===== src/rtl/core/plucked_string_synth_core_macros.svh =====
// ----------------------------------------------------------------------------
// Plucked string synth assertion macros
// Concurrent check wrappers; define ASSERT_OFF to compile them out.
// ----------------------------------------------------------------------------
`ifndef PLUCKED_STRING_SYNTH_CORE_MACROS_SVH
`define PLUCKED_STRING_SYNTH_CORE_MACROS_SVH

`ifndef ASSERT_OFF

// same-cycle implication
`define PSS_ASSERT_IMPLIES(label, clk, rst, cond, prop) \
  label: assert property (@(posedge clk) disable iff (rst) (cond) |-> (prop)) \
    else $error("%m: implication check failed");

// next-cycle implication
`define PSS_ASSERT_NEXT(label, clk, rst, cond, prop) \
  label: assert property (@(posedge clk) disable iff (rst) (cond) |=> (prop)) \
    else $error("%m: next-cycle check failed");

`else

`define PSS_ASSERT_IMPLIES(label, clk, rst, cond, prop)
`define PSS_ASSERT_NEXT(label, clk, rst, cond, prop)

`endif

`endif


===== src/rtl/core/pss_pkg.sv =====
// ----------------------------------------------------------------------------
// Plucked string synth package
// Shared widths, register codes, reset values, sequencer states and structs.
// ----------------------------------------------------------------------------
package pss_pkg;

  // default structure sizes
  localparam int RING_DEPTH_DEF = 1024;
  localparam int FRAC_BITS_DEF  = 8;

  // field widths
  localparam int NOISE_W    = 16;
  localparam int SAMPLE_W   = 16;
  localparam int PERIOD_W   = 10;
  localparam int AMP_W      = 15;
  localparam int NOTE_W     = 24;
  localparam int TAPER_W    = 16;
  localparam int CFG_IDX_W  = 2;
  localparam int CFG_DATA_W = 24;

  // divider sizes: |sample| * remaining count over the taper length
  localparam int DVD_W = 32;
  localparam int DVS_W = TAPER_W;
  localparam int DCNT_W = $clog2(DVD_W);

  // register reset values
  localparam logic [PERIOD_W-1:0] PERIOD_RST = PERIOD_W'(168);
  localparam logic [AMP_W-1:0]    AMP_RST    = AMP_W'(10000);
  localparam logic [NOTE_W-1:0]   NOTE_RST   = NOTE_W'(40000);
  localparam logic [TAPER_W-1:0]  TAPER_RST  = TAPER_W'(6615);

  // configuration register map
  typedef enum logic [CFG_IDX_W-1:0] {
    REG_PERIOD_LEN = 2'd0,
    REG_AMPLITUDE  = 2'd1,
    REG_NOTE_LEN   = 2'd2,
    REG_FADE_LEN   = 2'd3
  } cfg_reg_t;

  // sequencer states
  typedef enum logic [3:0] {
    S_IDLE,
    S_SEED,
    S_RDA,
    S_RDB,
    S_AVG,
    S_STORE,
    S_MUL,
    S_DIV,
    S_DONE
  } state_t;

  // divider status
  typedef struct packed {
    logic busy;
    logic done;
  } div_stat_t;

endpackage


===== src/rtl/core/pss_div.sv =====
// ----------------------------------------------------------------------------
// Taper divider
// Restoring unsigned divider, one quotient bit per cycle.
// ----------------------------------------------------------------------------
module pss_div (
  input  logic                      clk,
  input  logic                      rst,
  input  logic                      start,
  input  logic [pss_pkg::DVD_W-1:0] dividend,
  input  logic [pss_pkg::DVS_W-1:0] divisor,
  output logic [pss_pkg::SAMPLE_W-1:0] quotient,
  output pss_pkg::div_stat_t        stat
);
  import pss_pkg::*;

  logic [DVD_W-1:0]  acc;
  logic [DVS_W-1:0]  rem;
  logic [DCNT_W-1:0] cnt;
  logic              busy;
  logic              done;

  logic [DVS_W:0]    rem_sh;
  logic              fits;
  logic [DVS_W:0]    rem_sub;

  // one shift-compare-subtract step
  always_comb begin
    rem_sh  = {rem, acc[DVD_W-1]};
    fits    = rem_sh >= {1'b0, divisor};
    rem_sub = rem_sh - {1'b0, divisor};
  end

  always_ff @(posedge clk) begin
    if (rst) begin
      busy <= 1'b0;
      done <= 1'b0;
      cnt  <= '0;
    end else begin
      done <= 1'b0;
      if (start) begin
        busy <= 1'b1;
        cnt  <= '0;
      end else if (busy) begin
        cnt <= cnt + DCNT_W'(1);
        if (cnt == DCNT_W'(DVD_W - 1)) begin
          busy <= 1'b0;
          done <= 1'b1;
        end
      end
    end
  end

  // datapath: dividend shifts out as quotient bits shift in
  always_ff @(posedge clk) begin
    if (start) begin
      acc <= dividend;
      rem <= '0;
    end else if (busy) begin
      acc <= {acc[DVD_W-2:0], fits};
      rem <= fits ? rem_sub[DVS_W-1:0] : rem_sh[DVS_W-1:0];
    end
  end

  // quotient never exceeds the sample magnitude
  assign quotient  = acc[SAMPLE_W-1:0];
  assign stat.busy = busy;
  assign stat.done = done;

endmodule


===== config.mk =====
export PLATFORM = sky130hd
export DESIGN_NAME = pss_div
export DESIGN_NICKNAME = d
export VERILOG_FILES = /design/src/rtl/core/plucked_string_synth_core_macros.svh /design/src/rtl/core/pss_pkg.sv /design/src/rtl/core/pss_div.sv
export SDC_FILE = /design/constraint.sdc
export NUM_CORES = 1
export LEC_CHECK = 0
export BUFFER_PORTS_ARGS = -buffer_cell sky130_fd_sc_hd__buf_2
export CORE_MARGIN = 2
export CORE_UTILIZATION = 55
export CTS_BUF_LIST = sky130_fd_sc_hd__clkbuf_8
export CTS_CLUSTER_DIAMETER = 150
export DETAILED_ROUTE_END_ITERATION = 10
export PLACE_DENSITY = 0.8
export SYNTH_ARGS = -nofsm -noshare
export SYNTH_HDL_FRONTEND = slang
export SYNTH_SLANG_ARGS = --single-unit

===== constraint.sdc =====
create_clock -name clk -period 3.8 [get_ports clk]
set_input_delay 0.19 -clock clk [delete_from_list [all_inputs] [get_ports clk]]
set_output_delay 0.19 -clock clk [all_outputs]
set_load 0.03 [all_outputs]

Yosys cells after proc, flatten, opt, wreduce, memory -nomap -nowiden --
Cells that the tools add are included.
Storage, ports and cells: flip-flop bits (word level) 55, ROM bits 0, memories kept 0, memory bits (writable) 0, logic and storage cells 20, latch bits 0, bits of input ports 51
Cells by class: $add $sub $neg 2, shift operators 0, order comparisons 1, multiply operators 0, divide/modulo/power cells 0, reductions and logical operators 3, bitwise gates (word level) 1, equality and inequality tests 1, multiplexer cells 7
Operators by type and width (count):
- 32-bit two-way mux | 2
- 17-bit by 16-bit greater-or-equal comparator with 1-bit output | 1
- 16-bit two-way mux | 1
- 16-bit subtractor | 1
- 5-bit by 1-bit adder with 5-bit output (second input constant) | 1
- 5-bit equality test (second input constant) | 1
- 1-bit two-way mux | 4
- 3-bit OR reduction | 1
- 2-bit nonzero test | 1
- 2-bit OR reduction | 1
- 1-bit inverter | 1

Longest topological paths before layout --
depth after elaboration 4, depth in mapped cells 10, mapped depth without buffers 9

Least setup slack after synthesis --
Ideal clock, no wire load.
path type reg2reg, start register rem[9], end register acc[0], data pin, buffers on the path 1, path slack 1512 ps, cell stages (with the launch flop) 9, arrival 2028 ps, path through dfxtp_1 -> ha_1 -> a21o_1 -> or3b_1 -> a21oi_2 -> a211oi_1 -> or2_4 -> buf_6 -> mux2_2
On the way: cells in the longest elaborated chain, start to end 3
Ends and longest elaborated chain:
- start, declared | RTL line pss_div.sv:17 | logic [DVS_W-1:0] rem;
- start signal, assigned | RTL line pss_div.sv:60 | rem <= fits ? rem_sub[DVS_W-1:0] : rem_sh[DVS_W-1:0];
- 17-bit by 16-bit greater-or-equal comparator with 1-bit output | RTL line pss_div.sv:29 | fits = rem_sh >= {1'b0, divisor};
- 32-bit two-way mux | RTL line pss_div.sv:58 | end else if (busy) begin
- 32-bit two-way mux | RTL line pss_div.sv:55 | if (start) begin
- end signal, assigned | RTL line pss_div.sv:56 | acc <= dividend;
- end signal, assigned | RTL line pss_div.sv:59 | acc <= {acc[DVD_W-2:0], fits};
- end, declared | RTL line pss_div.sv:16 | logic [DVD_W-1:0] acc;
Every way passes these cells. The select of a mux whose other input is x is not followed. A chain may end at the register's enable or synchronous reset.

Worst setup path after layout --
start register rem[7], end register acc[0], data pin
The elaborated chain is that of the path after synthesis.

==> impl_results.md <==
* Filler Cell Count at 533
* # diodes at 0
* TritonRoute pass-1 iters at 4
* Max cap viols at 0
* Yosys reg bits at 55
* Pins over their slew limit at 0
* Die area at 0.007079 mm²
* Worst min path class: primary input to flip-flop
* Post-CTS sizing at 0
* Critical path, cell by cell: ha_1 -> a21oi_1 -> o21ai_2 -> a311oi_1 -> a211oi_2 -> buf_4 -> or2_4 -> mux2_2
* GRT Util Overall at 22.63%
* Clock Tree Root: clkbuf_8
* Sink Count at 55
* R2R depth at 8
* Mapped Avg Cell Area at 10.12 µm²
* Worst stage delay on the critical path at 380 ps
* Dpl hpwl at 5.681 mm
* Net count after synthesis at 419
* Drt total wl at 7.789 mm
* CP Capture Type: flip-flop
* # setup viols final at 0
* VDD IR max at 288.7 µV
* Number of global-route vias before repair at 2756
* Cell Area, Synth at 0.003532 mm²
* Pin count of the biggest net entering global routing at 46
* Overflow after GRT at 0
* CTS H-tree lvls at 2
* Starting Density at 56.27%
* Async SR Flop Fraction at 0%
* Measured slew at the worst slew-check pin at 929.7 ps
* Post-synth top area cell: edfxtp_1
* Total setup buffers inserted after CTS at 0
* CP Launch Type: flip-flop
* Top cells by count, synth: edfxtp_1, mux2_2, nand2_1
* Reg clk slew, reported paths at 110 ps
* Dpl cell area at 0.003776 mm²
* Clk Latency, worst-skew pair at 320 ps
* Worst path depth at 8
* Layout cells sized above 1 at 32.41%
* Routed vias at 2767
* Slowest cell on crit path: a311oi_1
* Vias per cell at 5.825
* Global-route wire length before repair at 13.01 mm
* Crit path buffers/inverters at 1
* Ports at 69
* Yosys top cell area share at 27.21%
* Post-synth EDFFs at 32
* CTS tree: yes
* Die width at 84.14 µm
* Tcrit/Tclk final at 69.99%
* Post-Syn Instances at 349
* Top FF cell, synth: edfxtp_1
* DR iter-0 viols at 257
* Placeable Area at 0.006277 mm²
* Status: complete, no violations
* DRT antenna net count at 0
* Arr. time, crit path at 2730 ps
* Total power at 1333 µW
* CP Data Required Time at 3870 ps
* Final min period at 2660 ps
* Leakage Power at 0.001665 µW
* Slew margin rel. at 37.79%
* Fin area at 0.003869 mm²
* Top cells by area, synth: edfxtp_1, dfxtp_1, mux2_2
* Hold buffers post-CTS at 0
* Post-DR wirelength/cell at 16.40 µm
* Final #Nets at 467
* CP Max Fanout at 19
* Power per Cell Area at 344.5 mW/mm²
* Area delta synth->final at 9.529%
* Register area share after synthesis at 40.24%
* Port Buffer Count at 68
* Synth Warn # at 0
* Clock Path Buffers at 2
* Distinct cells, synth at 63
* Setup TNS at 0 ps
* Skew final at 16.26 ps
* Fmax at 376.0 MHz
* Site Rows at 29
* Critical path class: flip-flop to flip-flop
* Hold path depth at 2
* DRC violations left at 0
* CTS Buf Count at 5
* GPL Wtd Cong at 0.8642
* Final Hold Viols at 0
* Family with the most delay on the worst path: compound AO/OA/AOI/OAI gates
* Initial antenna violation count at 0
* RSZ-0062 raised after global routing: false
* Die height at 84.14 µm
[worst paths after layout]
| path | from | endpoint | slack [ps] |
|---|---|---|---|
| max | rem[7] | acc[0] | 1140 |
| min reg2reg | rem[13] | rem[13] | 500 |
| min | rst | busy | 130 |
| max reg2reg | rem[7] | acc[0] | 1140 |
[where the power goes]
part           total [µW]  internal [µW]  switching (µW)
logic                 285            117             168
clock network         345            134             211
registers             703            683            20.2
total                1330            934             399
[through the flow]
stage          cells  hold WS, ps  utilization (%)  worst slack (ps)
2_1_floorplan    349        262.4                -              1512
3_3_place_gp     467        454.4            60.16              1199
3_5_place_dp     467        458.8            60.16              1188
4_1_cts          475        126.4            61.63              1154
5_1_grt          475        153.4            61.63              1029
6_report         475        131.3            61.63              1140
[cell families after synthesis]
logic type	synth area share, %
compound gates	17.39
buf+inv	9.210
fa+ha+maj	6.943
xor+xnor	1.984
simple gates	12.89
mux	11.34
flops	40.24
[final cells by class]
class / count / area, µm² / share of cell area [%]
Sequential cell: 55 / 1421 / 36.74
Timing Repair Buffer: 74 / 385.4 / 9.961
Tap cell: 77 / 96.34 / 2.490
Clock inverter: 3 / 23.77 / 0.6145
Clock buffer: 5 / 68.82 / 1.779
Inverter: 22 / 82.58 / 2.135
Multi-Input combinational cell: 239 / 1790 / 46.28
[cell usage in the layout (no fill, tap or decap), types with 6 or more instances in the layout]
master,n
dfxtp_1,23
a21oi_1,10
nor2_1,25
nor3_1,16
nand2_1,28
inv_1,22
mux2_2,32
o21ai_0,10
nand2b_1,6
edfxtp_1,32
buf_2,68
o211ai_1,10
buf_4,6
ha_1,18
[registers in the layout (all words and copies together), names as in the netlist]
| register | count |
|---|---|
| rem | 16 |
| done | 1 |
| acc | 32 |
| busy | 1 |
| cnt | 5 |
[worst register-to-register path, delay by kind of cell (launching register included)]
family	cells	cell delay (ps)
and+or+nand+nor	1	320
muxes	1	280
buffers and inverters	1	220
adders and majority gates	1	340
AOI/OAI and AO/OA	4	910
DFF	1	350
[per-layer routing]
layer  wire (µm)  part of all wire, %  track usage, %
met2        4005                   51           39.03
met3         297                  3.8           3.245
met5           0                    0               0
met1        3313                   43           28.94
met4         172                  2.2           8.358
Note: power is estimated with default switching activity, not from simulation.
